--- config.mk ---
export PLATFORM = sky130hd
export DESIGN_NAME = key_press_duration_classifier
export DESIGN_NICKNAME = d
export VERILOG_FILES = /design/src/kpdc_pkg.sv /design/src/key_press_duration_classifier.sv /design/src/kpdc_cfg_regs.sv /design/src/kpdc_tracker.sv
export SDC_FILE = /design/constraint.sdc
export NUM_CORES = 1
export LEC_CHECK = 0
export BUFFER_PORTS_ARGS = -buffer_cell sky130_fd_sc_hd__buf_2
export CAP_MARGIN = 20
export CORE_ASPECT_RATIO = 0.6
export CORE_UTILIZATION = 35
export DETAILED_ROUTE_END_ITERATION = 10
export GPL_ROUTABILITY_DRIVEN = 0
export GPL_TIMING_DRIVEN = 0
export SYNTH_ARGS = -nofsm -noshare
export SYNTH_HDL_FRONTEND = slang
export SYNTH_SLANG_ARGS = --single-unit
export TNS_END_PERCENT = 1
--- constraint.sdc ---
create_clock -name aclk -period 4.5 [get_ports aclk]
set_input_delay 0.45 -clock aclk [delete_from_list [all_inputs] [get_ports aclk]]
set_output_delay 0.45 -clock aclk [all_outputs]
set_load 0.05 [all_outputs]
--- src/kpdc_pkg.sv ---
// Package: shared constants, register indices and structs for the key press classifier.
`timescale 1ns / 1ps

package kpdc_pkg;

    // Width of the tick clock and of all stored times.
    localparam int TIME_BITS = 32;
    localparam int CFG_BITS  = 16;
    localparam int IDX_BITS  = 8;

    typedef logic [TIME_BITS-1:0] time_t;
    typedef logic [CFG_BITS-1:0]  cfg_word_t;
    typedef logic [IDX_BITS-1:0]  cfg_idx_t;

    // Configuration register indices.
    localparam cfg_idx_t REG_SHORT_MIN = cfg_idx_t'(0);
    localparam cfg_idx_t REG_LONG_MIN  = cfg_idx_t'(1);
    localparam cfg_idx_t REG_WINDOW    = cfg_idx_t'(2);
    localparam cfg_idx_t REG_QUIET_GAP = cfg_idx_t'(3);

    // Reset values of the configuration registers.
    localparam cfg_word_t SHORT_MIN_RST = cfg_word_t'(1000);
    localparam cfg_word_t LONG_MIN_RST  = cfg_word_t'(5000);
    localparam cfg_word_t WINDOW_RST    = cfg_word_t'(3500);
    localparam cfg_word_t QUIET_GAP_RST = cfg_word_t'(200);

    typedef struct packed {
        cfg_word_t short_min_ticks;
        cfg_word_t long_min_ticks;
        cfg_word_t window_ticks;
        cfg_word_t quiet_gap_ticks;
    } cfg_t;

    typedef struct packed {
        logic short_match;
        logic long_match;
        logic deep_sleep_mode;
        logic resume_request;
    } result_t;

endpackage

--- src/key_press_duration_classifier.sv ---
// Top level of the key press duration classifier: handshakes and pipeline registers.
`timescale 1ns / 1ps

// Channel   Direction  Handshake            Payload
// s_        in         s_valid / s_ready    s_key_event, s_suspended (one tick per word)
// m_        out        m_valid / m_ready    m_short_match, m_long_match,
//                                           m_deep_sleep_mode, m_resume_request
// cfg_      in         cfg_valid / cfg_ready cfg_index (8 bits), cfg_data (16 bits)
//
// A word is accepted into the input register and then passes through the tracker into
// the result register once that register is free or being emptied; the result is offered
// from there. A new word is taken in every cycle while the result side drains, so the
// sustained rate is one word per cycle; the figure is set by the single tracker pass on
// the registered tick time. A stall on m_ready holds the result register and then the
// input register, and s_ready falls only when both are full and m_ready is low. Reset is
// synchronous and active low; it empties both registers, clears the tick clock and press
// state, and loads the configuration defaults. cfg_ready is always high.

module key_press_duration_classifier
    import kpdc_pkg::*;
(
    input  logic      aclk,
    input  logic      aresetn,

    input  logic      s_valid,
    output logic      s_ready,
    input  logic      s_key_event,
    input  logic      s_suspended,

    output logic      m_valid,
    input  logic      m_ready,
    output logic      m_short_match,
    output logic      m_long_match,
    output logic      m_deep_sleep_mode,
    output logic      m_resume_request,

    input  logic      cfg_valid,
    output logic      cfg_ready,
    input  cfg_idx_t  cfg_index,
    input  cfg_word_t cfg_data
);

    cfg_t    cfg;
    result_t res;
    result_t res_reg;

    logic in_valid_reg;
    logic key_event_reg;
    logic suspended_reg;
    logic out_valid_reg;
    logic advance;

    // The tracker fires when the input register holds a word and the result
    // register is free or being emptied in this cycle.
    assign advance = in_valid_reg && (!out_valid_reg || m_ready);
    assign s_ready = !in_valid_reg || advance;

    kpdc_cfg_regs u_cfg_regs (
        .aclk      (aclk),
        .aresetn   (aresetn),
        .cfg_valid (cfg_valid),
        .cfg_ready (cfg_ready),
        .cfg_index (cfg_index),
        .cfg_data  (cfg_data),
        .cfg       (cfg)
    );

    kpdc_tracker u_tracker (
        .aclk      (aclk),
        .aresetn   (aresetn),
        .step      (advance),
        .key_event (key_event_reg),
        .suspended (suspended_reg),
        .cfg       (cfg),
        .res       (res)
    );

    // Input register: control bit cleared by reset, payload loaded on acceptance.
    always_ff @(posedge aclk) begin
        if (!aresetn) begin
            in_valid_reg <= 1'b0;
        end else if (s_ready) begin
            in_valid_reg <= s_valid;
        end
    end

    always_ff @(posedge aclk) begin
        if (s_valid && s_ready) begin
            key_event_reg <= s_key_event;
            suspended_reg <= s_suspended;
        end
    end

    // Result register.
    always_ff @(posedge aclk) begin
        if (!aresetn) begin
            out_valid_reg <= 1'b0;
        end else if (advance) begin
            out_valid_reg <= 1'b1;
        end else if (m_ready) begin
            out_valid_reg <= 1'b0;
        end
    end

    always_ff @(posedge aclk) begin
        if (advance) begin
            res_reg <= res;
        end
    end

    assign m_valid           = out_valid_reg;
    assign m_short_match     = res_reg.short_match;
    assign m_long_match      = res_reg.long_match;
    assign m_deep_sleep_mode = res_reg.deep_sleep_mode;
    assign m_resume_request  = res_reg.resume_request;

endmodule

--- src/kpdc_cfg_regs.sv ---
// Configuration register bank for the key press classifier.
`timescale 1ns / 1ps

module kpdc_cfg_regs
    import kpdc_pkg::*;
(
    input  logic      aclk,
    input  logic      aresetn,
    input  logic      cfg_valid,
    output logic      cfg_ready,
    input  cfg_idx_t  cfg_index,
    input  cfg_word_t cfg_data,
    output cfg_t      cfg
);

    cfg_t cfg_reg;
    cfg_t cfg_next;

    assign cfg_ready = 1'b1;
    assign cfg       = cfg_reg;

    always_comb begin
        cfg_next = cfg_reg;
        if (cfg_valid) begin
            case (cfg_index)
                REG_SHORT_MIN: cfg_next.short_min_ticks = cfg_data;
                REG_LONG_MIN:  cfg_next.long_min_ticks  = cfg_data;
                REG_WINDOW:    cfg_next.window_ticks    = cfg_data;
                REG_QUIET_GAP: cfg_next.quiet_gap_ticks = cfg_data;
                default:       cfg_next = cfg_reg;
            endcase
        end
    end

    always_ff @(posedge aclk) begin
        if (!aresetn) begin
            cfg_reg.short_min_ticks <= SHORT_MIN_RST;
            cfg_reg.long_min_ticks  <= LONG_MIN_RST;
            cfg_reg.window_ticks    <= WINDOW_RST;
            cfg_reg.quiet_gap_ticks <= QUIET_GAP_RST;
        end else begin
            cfg_reg <= cfg_next;
        end
    end

endmodule

--- src/kpdc_tracker.sv ---
// Press tracking state and duration classification for one tick.
`timescale 1ns / 1ps

module kpdc_tracker
    import kpdc_pkg::*;
(
    input  logic    aclk,
    input  logic    aresetn,
    input  logic    step,
    input  logic    key_event,
    input  logic    suspended,
    input  cfg_t    cfg,
    output result_t res
);

    time_t tick_clock_reg;
    time_t press_start_reg;
    time_t last_event_reg;
    logic  press_active_reg;
    logic  sleep_flag_reg;

    time_t tick_clock_next;
    time_t press_start_next;
    time_t last_event_next;
    logic  press_active_next;
    logic  sleep_flag_next;

    time_t            gap;
    time_t            dur;
    logic [CFG_BITS:0] short_hi;
    logic [CFG_BITS:0] long_hi;
    logic             press_end;
    logic             in_short;
    logic             in_long;

    // press_end requires a tick with no key event, so a press can only end on a quiet tick
    // and then the stored times are the ones in use.
    assign gap      = tick_clock_reg - last_event_reg;
    assign dur      = last_event_reg - press_start_reg;
    assign short_hi = {1'b0, cfg.short_min_ticks} + {1'b0, cfg.window_ticks};
    assign long_hi  = {1'b0, cfg.long_min_ticks} + {1'b0, cfg.window_ticks};

    assign press_end = !key_event && press_active_reg
                       && (gap > time_t'(cfg.quiet_gap_ticks));
    assign in_short  = (dur > time_t'(cfg.short_min_ticks)) && (dur < time_t'(short_hi));
    assign in_long   = (dur > time_t'(cfg.long_min_ticks)) && (dur < time_t'(long_hi));

    always_comb begin
        tick_clock_next   = tick_clock_reg + time_t'(1);
        press_start_next  = press_start_reg;
        last_event_next   = last_event_reg;
        press_active_next = press_active_reg;
        sleep_flag_next   = sleep_flag_reg;

        res.short_match    = 1'b0;
        res.long_match     = 1'b0;
        res.resume_request = 1'b0;

        if (key_event) begin
            if (!press_active_reg) begin
                press_active_next = 1'b1;
                press_start_next  = tick_clock_reg;
            end
            last_event_next = tick_clock_reg;
        end

        if (press_end) begin
            // When both windows match, both match flags are set and the long rule wins the sleep flag.
            if (in_short) begin
                res.short_match    = 1'b1;
                res.resume_request = suspended;
                sleep_flag_next    = 1'b0;
            end
            if (in_long) begin
                res.long_match  = 1'b1;
                sleep_flag_next = 1'b1;
            end
            press_active_next = 1'b0;
            press_start_next  = '0;
            last_event_next   = '0;
        end

        res.deep_sleep_mode = sleep_flag_next;
    end

    always_ff @(posedge aclk) begin
        if (!aresetn) begin
            tick_clock_reg   <= '0;
            press_start_reg  <= '0;
            last_event_reg   <= '0;
            press_active_reg <= 1'b0;
            sleep_flag_reg   <= 1'b0;
        end else if (step) begin
            tick_clock_reg   <= tick_clock_next;
            press_start_reg  <= press_start_next;
            last_event_reg   <= last_event_next;
            press_active_reg <= press_active_next;
            sleep_flag_reg   <= sleep_flag_next;
        end
    end

`ifndef SYNTH
    a_event_starts_press: assert property (@(posedge aclk) disable iff (!aresetn)
        step && key_event |=> press_active_reg)
        else $error("key event did not leave a press in progress");

    a_end_clears_press: assert property (@(posedge aclk) disable iff (!aresetn)
        step && (res.short_match || res.long_match) |=> !press_active_reg)
        else $error("press still active after it was classified");

    a_resume_needs_short: assert property (@(posedge aclk) disable iff (!aresetn)
        step && res.resume_request |-> res.short_match && suspended)
        else $error("resume request without a short press while suspended");

    a_long_sets_sleep: assert property (@(posedge aclk) disable iff (!aresetn)
        step && res.long_match |=> sleep_flag_reg)
        else $error("long press did not set the deep sleep flag");

    a_tick_advances: assert property (@(posedge aclk) disable iff (!aresetn)
        step |=> tick_clock_reg == $past(tick_clock_reg) + time_t'(1))
        else $error("tick clock did not advance by one");
`endif

endmodule
[Word-level counts from Yosys, hierarchy flattened]
Index checks and enable logic that the tools add are counted.
Word-level totals
  input port bits: 31
  word-level logic and storage cells: 66
  output and inout bits: 7
  bits in registers: 170
Operators by class
  muxes and demuxes: 14
  equality and inequality tests: 4
  $add $sub $neg: 5
  reductions and logical operators: 21
  $lt $le $gt $ge: 5
Operators with widths (count)
  32-bit two-way mux: 5
  32-bit by 16-bit > comparator with 1-bit output: 3
  32-bit by 17-bit less-than comparator with 1-bit output: 2
  32-bit subtractor: 2
  16-bit by 16-bit adder with 17-bit output: 2
  32-bit by 1-bit adder with 32-bit output (second input constant): 1
  8-bit by 2-bit == test with 1-bit output (second input constant): 2
  2-bit AND reduction: 6
  1-bit two-way mux: 9
  8-bit by 1-bit == test with 1-bit output (second input constant): 1
  8-bit logical NOT: 1
  1-bit logical AND: 6
  2-bit nonzero test: 2
  1-bit logical NOT: 3
  3-bit AND reduction: 1
  1-bit logical OR: 2
  2-bit != test (second input constant): 1

[Depth between registers and ports, before layout]
Gate-level depths: netlist (run 1).
  depth after elaboration: 6
  gate-level depth with buffers: 22

[Hierarchy]
A second synthesis (run 1) with hierarchy kept.
Second synthesis, totals
  cells, all modules: 1651
  area total of the unflattened synthesis: 13740.7 sq um
By module, submodules not included
  kpdc_tracker: cells each 1395, times used 1, area an instance 10895.4 sq um, sequential area each 1961.9 sq um
  kpdc_cfg_regs: cells each 241, times used 1, area an instance 2561.2 sq um, sequential area each 1281.2 sq um
  key_press_duration_classifier: cells each 15, times used 1, area an instance 284.0 sq um, sequential area each 220.2 sq um

[Worst setup path after synthesis (run 1)]
No wires, ideal clock.
  kind: reg-to-reg
  start point: register u_tracker.tick_clock_reg[0]
  end point: register u_tracker.last_event_reg[13]
  slack: -0.068 ns
  cell stages (with the launch flop): 21
  setup time: 0.080 ns
  period minus slack after synthesis: 4.568 ns
  arrival time: 4.488 ns
  data required time: 4.420 ns
  path through: dfxtp_1 -> inv_1 -> ha_1 -> fa_1 -> nand2b_1 -> a21oi_1 -> o21ai_1 -> o21ai_1 -> xor2_1 -> ha_1 -> nand4_1 -> nor3_1 -> a2111oi_0 -> a22oi_1 -> or4_1 -> nor3_1 -> nand4_1 -> o211ai_1 -> nor2_1 -> clkbuf_1 -> nor3b_1
On the way
  word-level cells in the longest chain between the ends: 5
RTL lines
  start: declaration: RTL line kpdc_tracker.sv:16  | time_t tick_clock_reg;
  start signal: assignment: RTL line kpdc_tracker.sv:94  | tick_clock_reg <= tick_clock_next;
  32-bit subtractor (*): RTL line kpdc_tracker.sv:38  | assign gap = tick_clock_reg - last_event_reg;
  32-bit by 16-bit > comparator with 1-bit output (*): RTL line kpdc_tracker.sv:44  | && (gap > time_t'(cfg.quiet_gap_ticks));
  1-bit logical AND (*): RTL line kpdc_tracker.sv:44
  2-bit nonzero test (no line)
  2-bit AND reduction (no line)
  end signal: assignment: RTL line kpdc_tracker.sv:96  | last_event_reg <= last_event_next;
  end: declaration: RTL line kpdc_tracker.sv:18  | time_t last_event_reg;
Mark *: on every way between the ends. The rest lies on a longest branch, timed or not.
A chain may end at the register's enable or synchronous reset.

[Final worst setup path (run 1)]
  start point: register u_tracker.last_event_reg[5]
  end point: register u_tracker.last_event_reg[10]
On the way
  word-level cells in the longest chain between the ends: 5
RTL lines (RTL line)
  32-bit subtractor (*): kpdc_tracker.sv:38
  32-bit by 16-bit > comparator with 1-bit output (*): kpdc_tracker.sv:44
  1-bit logical AND (*): kpdc_tracker.sv:44
  2-bit nonzero test (no line)
  2-bit AND reduction (no line)
Marks and branches as above.

==> impl_results.md, run 1 <==
- CP startpoint kind: flip-flop
- Worst Path Arrival: 5.18 ns
- Failing checks: setup timing
- Vias in the first global route: 11.8k
- Final WS setup: -0.302 ns
- IO Pins: 38
- Worst-margin pin slew: 0.912 ns
- WP data required: 4.88 ns
- Reg2reg end: u_tracker.last_event_reg[10]
- H-tree depth: 4
- VDD IR max: 263 uV
- Hold violation count in the final report: 0
- Maxcap violations: 0
- TNS Setup: -13.10 ns
- Total design power: 3.47 mW
- Hold path startpoint: s_suspended
- Clk buf depth: 2
- Reg clk slew, reported paths: 0.08 ns
- TritonCTS Sinks: 170
- Congestion Overflow GR: 0
- Largest net degree at the start of global routing: 22
- Gr usage total: 22.5%
- Crit end category: flip-flop
- TritonRoute pass-1 iters: 7
- Slew HR: 39.2%
- WL per Instance: 19.0 um
- Vias: 13.1k
- Pleak: 6.63 nW
- Place WS: -1.47 ns
- Initial antenna violation count: 1
- Syn_area_per_cell: 7.68 um^2
- Synth Flop Type: dfxtp_1
- Syn-to-layout area delta: 15.5%
- Register bit total from synthesis: 170
- Nets: 2046
- Clock latency on the worst-skew pair: 0.47 ns
- R2R Path Start: u_tracker.last_event_reg[5]
- Min-Delay Endpoint: suspended_reg
- Status: finished, violations left
- Min cycle time layout: 4.80 ns
- PwrDens: 221 nW/um^2
- Initial core utilization: 35.8%
- First-pass GRT wire length: 69100 um
- RSZ-0062 raised after global routing: true
- Crit Path Class: reg -> reg
- Final Non-Filler Cells: 2369
- Post-Layout Inst Area: 15700 um^2
- PortBufs: 35
- Layout Skew: 0.0118 ns
- Worst min path class: in -> reg
- Slowest CP cell: or4_4
- Vert. Die Dim: 155 um
- Yosys cell types: 77
- Setup-failing EPs final: 68
- Synth Instances: 1773
- CTS tree: done
- Die ar.: 39700 um^2
- TritonCTS Buffers: 17
- Critical Path Max Stage Delay: 0.54 ns
- Yosys warnings: 0
- EDFF count, synth: 6
- Die Span X: 257 um
- Hold depth: 1
- DR iter-0 viols: 1219
- Netlist Area Pre-Place: 13600 um^2
- Worst Setup SP: u_tracker.last_event_reg[5]
- Crit-path max FO: 10
- Syn nets: 1977
- Sequential fraction of the synthesis area: 25.4%
- Vias per cell: 5.54
- Core Region: 38000 um^2
- Row count: 55
- Clock Tree Root: clkbuf_16
- Tcrit/Tclk final: 107%
- Pins Over Slew Limit: 0
- DP HPWL: 36100 um
- Area after DPL: 14400 um^2
- Cell Chain, Critical Path: inv_4 > ha_4 > a21o_1 > or3_4 > o21ai_4 > nand2_2 > a21o_1 > a21oi_2 > xnor2_1 > ha_1 > nand4_1 > nor3_2 > a2111oi_4 > a22oi_2 > or4_4 > nor3_4 > nand4_1 > buf_4 > o21ai_4 > a21oi_2 > clkbuf_8 > o21ai_0
- Proportion of layout cells with a drive suffix above 1: 10.9%
- WL final: 45100 um
- Antenna viol nets, final: 0
- Final core occ: 41.4%
- Max reg flops: 64
- Reg-to-reg slack, setup: -0.30 ns
- Dpl cells: 2321
- Fmax: 0.208 GHz
- WHS: 0.171 ns
- R2R depth: 22
- Async SR Flop Fraction: 0%
- DRC viols: 0
how the worst max path moves through the flow:
stage	to	depth (start not counted)
after CTS	m_resume_request	22
after floorplan	u_tracker.last_event_reg[13]	20
after detailed placement	u_tracker.press_start_reg[29]	20
after global placement	u_tracker.last_event_reg[29]	20
final	u_tracker.last_event_reg[10]	22
after global routing	m_deep_sleep_mode	23
Yosys cell counts, drive strengths merged, types with 3 or more instances:
cell type / count / share of area [%]
nor3b: 24 / 1.3
o31ai: 10 / 0.55
a41oi: 3 / 0.19
or4: 7 / 0.41
xor2: 32 / 2.1
nand2: 263 / 7.2
and4: 4 / 0.26
xnor2: 60 / 3.9
a211o: 7 / 0.45
o22ai: 4 / 0.18
nand4: 33 / 1.5
ha: 169 / 16
o31a: 6 / 0.39
and3: 14 / 0.64
nand3: 75 / 2.8
a22oi: 5 / 0.28
nand2b: 16 / 0.74
dfxtp: 164 / 24
nor3: 30 / 1.1
or2: 10 / 0.46
nand3b: 3 / 0.17
fa: 4 / 0.59
a2111oi: 3 / 0.20
a21o: 39 / 2.2
clkbuf: 65 / 1.8
nor4: 5 / 0.23
nor2b: 19 / 0.87
o41ai: 5 / 0.32
and2: 32 / 1.5
a31oi: 14 / 0.64
a21boi: 54 / 3.0
o21a: 23 / 1.3
a211oi: 14 / 0.81
a21oi: 100 / 3.7
o2111ai: 5 / 0.45
nor2: 82 / 2.3
edfxtp: 6 / 1.3
o21ai: 117 / 4.3
mux2i: 20 / 1.5
or3: 16 / 0.77
a311oi: 5 / 0.32
o211ai: 27 / 1.5
inv: 143 / 3.9
o21bai: 7 / 0.39
repair_timing:
action,CTS,global route
setup endpoints to repair,70,70
buffers inserted,12,10
hold endpoints to repair,0,0
gates resized for setup,76,84
hold buffers,0,0
pin swaps,26,41
layout make-up:
class	instances	area, um^2
antenna	1	2.50
buffer	60	280
clock buffer	17	425
clock inverter	15	206
fill	3835	22300
inverter	143	542
multi-input combinational	1393	9780
sequential	170	3510
tap	513	642
timing repair buffer	57	344
cell families after synthesis:
kind of cell / count (synthesis) / synth area share, %
flops: 170 / 25.4
fa+ha+maj: 175 / 16.3
compound gates: 464 / 22.2
buf+inv: 210 / 5.83
xor+xnor: 92 / 5.92
mux: 21 / 1.55
other cells: 1 / 0.0275
simple gates: 640 / 22.8
critical path, delay by kind of cell, from the launching register on:
kind | cells | cell delay [ns]
buffers and inverters | 3 | 0.44
xor gates and xnor gates | 1 | 0.14
and+or+nand+nor | 7 | 1.59
DFF | 1 | 0.38
adders and majority gates | 2 | 0.48
AOI/OAI and AO/OA | 9 | 1.67
cell usage in the layout, fill, tap and decap left out, types with 8 or more instances in the layout:
master     count
nand2_1      262
ha_1         159
dfxtp_1      144
inv_1        140
a21oi_1       90
o21ai_0       85
nor2_1        81
nand3_1       75
xnor2_1       58
a21boi_0      53
clkbuf_1      52
a21o_1        39
buf_2         36
nand4_1       33
and2_1        32
xor2_1        30
nor3_1        28
o211ai_1      27
o21ai_1       26
o21a_1        23
buf_4         22
mux2i_1       20
nor2b_1       18
clkbuf_16     17
nand2b_1      15
or3_1         14
and3_1        14
a211oi_1      13
nor3b_2       13
a31oi_1       12
nor3b_1       11
dfxtp_2       11
a21oi_2        9
dfxtp_4        9
or2_2          8
o31ai_1        8
power by group:
part           switching [mW]  total [mW]  internal (mW)
clock network           0.821        1.59          0.772
registers             0.00635        1.52           1.51
logic                   0.216       0.356          0.140
total                    1.04        3.47           2.43
routing by layer:
| metal | GRT usage, % | up-vias | part of all wire [%] |
|---|---|---|---|
| met3 | 5.16 | 32 | 10 |
| met2 | 28.1 | 510 | 36 |
| met1 | 36.9 | 6184 | 53 |
| met4 | 4.85 | 0 | 0.99 |
| met5 | 0 | - | 0 |
| li1 | - | 6406 | - |
Note: power is estimated with default switching activity, not from simulation.
==> run 2: changes to the inputs <==
Settings changed: ABC_AREA set to 1.
==> run 2 against run 1 <==
  * The run now ends clean
  * Non-clock buffer count fell by 31
  * Register-to-register slack better by 0.40 ns
  * Die area rose by 9.3%
==> impl_results.md, run 2 <==
- Worst-margin pin slew: 0.987 ns (+0.0752 ns)
- EDFF count, synth: 6 (unchanged)
- WHS: 0.165 ns (-0.00641 ns)
- DR iter-0 viols: 1867 (+53%)
- DP HPWL: 43300 um (+20%)
- Tcrit/Tclk final: 97.8% (-8.9 points)
- Slowest CP cell: dfxtp_1
- Post-Layout Inst Area: 16700 um^2 (+5.9%)
- WP data required: 4.71 ns (-0.17 ns)
- Worst Path Arrival: 4.61 ns (-0.57 ns)
- Syn-to-layout area delta: 11.7%
- Vert. Die Dim: 162 um (+4.5%)
- Antenna viol nets, final: 0 (unchanged)
- Syn nets: 2608 (+32%)
- TritonCTS Buffers: 17 (unchanged)
- Max reg flops: 64 (unchanged)
- Core Region: 41900 um^2 (+10%)
- Crit end category: flip-flop
- Row count: 58 (+5.5%)
- Largest area contributor in the netlist: dfxtp_1
- Netlist Area Pre-Place: 14900 um^2 (+9.4%)
- WL final: 52100 um (+16%)
- Vias: 16.0k (+22%)
- PortBufs: 36 (+2.9%)
- Async SR Flop Fraction: 0% (unchanged)
- Worst min path class: in -> reg
- Hold violation count in the final report: 0 (unchanged)
- Total design power: 4.92 mW (+42%)
- Critical Path Max Stage Delay: 0.36 ns (-0.18 ns)
- Reg clk slew, reported paths: 0.08 ns (about the same)
- Nets: 2665 (+30%)
- Most common cell in the netlist: nand2_1
- Delay-heaviest family, CP: simple AND/OR/NAND/NOR gates
- Crit-path max FO: 10 (unchanged)
- Sequential fraction of the synthesis area: 23.2% (-2.2 points)
- TritonRoute pass-1 iters: 6 (-1)
- Yosys warnings: 0 (unchanged)
- Die ar.: 43400 um^2 (+9.3%)
- Clk buf depth: 2 (unchanged)
- Yosys top cell area share: 22.0% (-2.1 points)
- Status: finished clean
- Most common cell after layout, fill and taps aside: nand2_1
- Maxcap violations: 0 (unchanged)
- Die Span X: 268 um (+4.6%)
- DRC viols: 0 (unchanged)
- CTS tree: done
- Pleak: 8.35 nW (+26%)
- Fmax: 0.227 GHz (+9.1%)
- Worst path depth: 26 (+18%)
- R2R Path Start: u_tracker.tick_clock_reg[0]
- Vias per cell: 5.24 (-5.4%)
- PwrDens: 295 nW/um^2 (+34%)
- Worst Setup SP: u_tracker.tick_clock_reg[0]
- # diodes: 0 (-1)
- Slew HR: 33.6% (-5.6 points)
- Final WS setup: 0.0998 ns (+0.402 ns)
- TritonCTS Sinks: 170 (unchanged)
- Initial antenna violation count: 0 (-1)
- Setup-failing EPs final: 0 (-100%)
- First-pass GRT wire length: 78100 um (+13%)
- CP startpoint kind: flip-flop
- Gr usage total: 23.7% (+1.2 points)
- WL per Instance: 17.1 um (-10%)
- Area after DPL: 15800 um^2 (+9.4%)
- Yosys cell types: 46 (-40%)
- CP dominant cell by count: nand2_1
- Synth Flop Type: dfxtp_1
- Layout Skew: 0.0144 ns (+0.00267 ns)
- Clock latency on the worst-skew pair: 0.46 ns (about the same)
- R2R depth: 26 (+18%)
- Proportion of layout cells with a drive suffix above 1: 6.39% (-4.6 points)
- Worst Path Buf+Inv: 5 (+2)
- IO Pins: 38 (unchanged)
- Synth Instances: 2404 (+36%)
- Congestion Overflow GR: 0 (unchanged)
- Reg-to-reg slack, setup: 0.1 ns (+0.40 ns)
- VDD IR max: 167 uV (-37%)
- Vias in the first global route: 13.7k (+16%)
- H-tree depth: 4 (unchanged)
- Top cells by count, synth: 659 x nand2_1, 392 x inv_1, 265 x nor2_1
- Pins Over Slew Limit: 0 (unchanged)
- Crit Path Class: reg -> reg
- Initial core utilization: 35.5% (-0.32 points)
- Register bit total from synthesis: 170 (unchanged)
- Largest net degree at the start of global routing: 18 (-18%)
- Hold path startpoint: s_suspended
- Syn_area_per_cell: 6.20 um^2 (-19%)
- Min cycle time layout: 4.40 ns (-0.402 ns)
- Most frequent cells in the layout: 654 x nand2_1, 391 x inv_1, 260 x nor2_1, 198 x a21oi_1
- Place WS: -0.290 ns (+1.17 ns)
- RSZ-0062 raised after global routing: true
- Clock Tree Root: clkbuf_16
- Hold depth: 1 (unchanged)
- Largest cells by area after synthesis: dfxtp_1 22%, nand2_1 17%, ha_1 14%
- Final core occ: 39.7% (-1.7 points)
## run 2: cell type report
class	instances	area, um^2
Buffer	48	260
Clock buffer	18	439
Clock inverter	14	129
Fill cell	4533	25300
Inverter	396	1490
Multi-Input combinational cell	1790	9950
Sequential cell	170	3460
Tap cell	570	713
Timing Repair Buffer	38	208
## run 2: worst paths after layout
kind | to
worst max-delay path | m_long_match
worst min-delay path | suspended_reg
worst max register to register | m_long_match
worst min register to register | u_tracker.press_start_reg[3]
## run 2: power by group
| group | switching [mW] | internal (mW) |
|---|---|---|
| Clock | 0.724 | 0.745 |
| Combinational | 1.31 | 0.582 |
| Sequential | 0.0194 | 1.54 |
## run 2: logic make-up after synthesis
logic type                 count (synthesis)  synth area share, %
AOI/OAI and AO/OA                        378                 13.8
adders and majority gates                173                 14.7
DFF                                      170                 23.2
buffers and inverters                    444                 11.6
xor gates and xnor gates                  65                 3.82
other                                      1               0.0252
and+or+nand+nor                         1173                 32.8
## run 2: routing by layer
layer  vias up  GRT usage [%]  share of wire, %
li1       7824              -                 -
met3        37           7.28                12
met4         0           4.86               1.1
met2       738           29.4                35
met1      7360           38.1                51
met5         -              0                 0
## run 2: per-stage QoR
| stage | std cells | TNS, ns |
|---|---|---|
| floorplan | 2404 | 0 |
| global placement | 3010 | -7.59 |
| detailed placement | 3010 | -7.02 |
| CTS | 3042 | 0 |
| global route | 3044 | -1.89 |
| finish | 3044 | 0 |
## run 2: what timing repair did
action                     4_1_cts  5_1_grt
setup buffers                    0        2
hold buffers                     0        0
gates resized for setup         10       40
setup endpoints to repair       57       69
pin swaps                        0        3
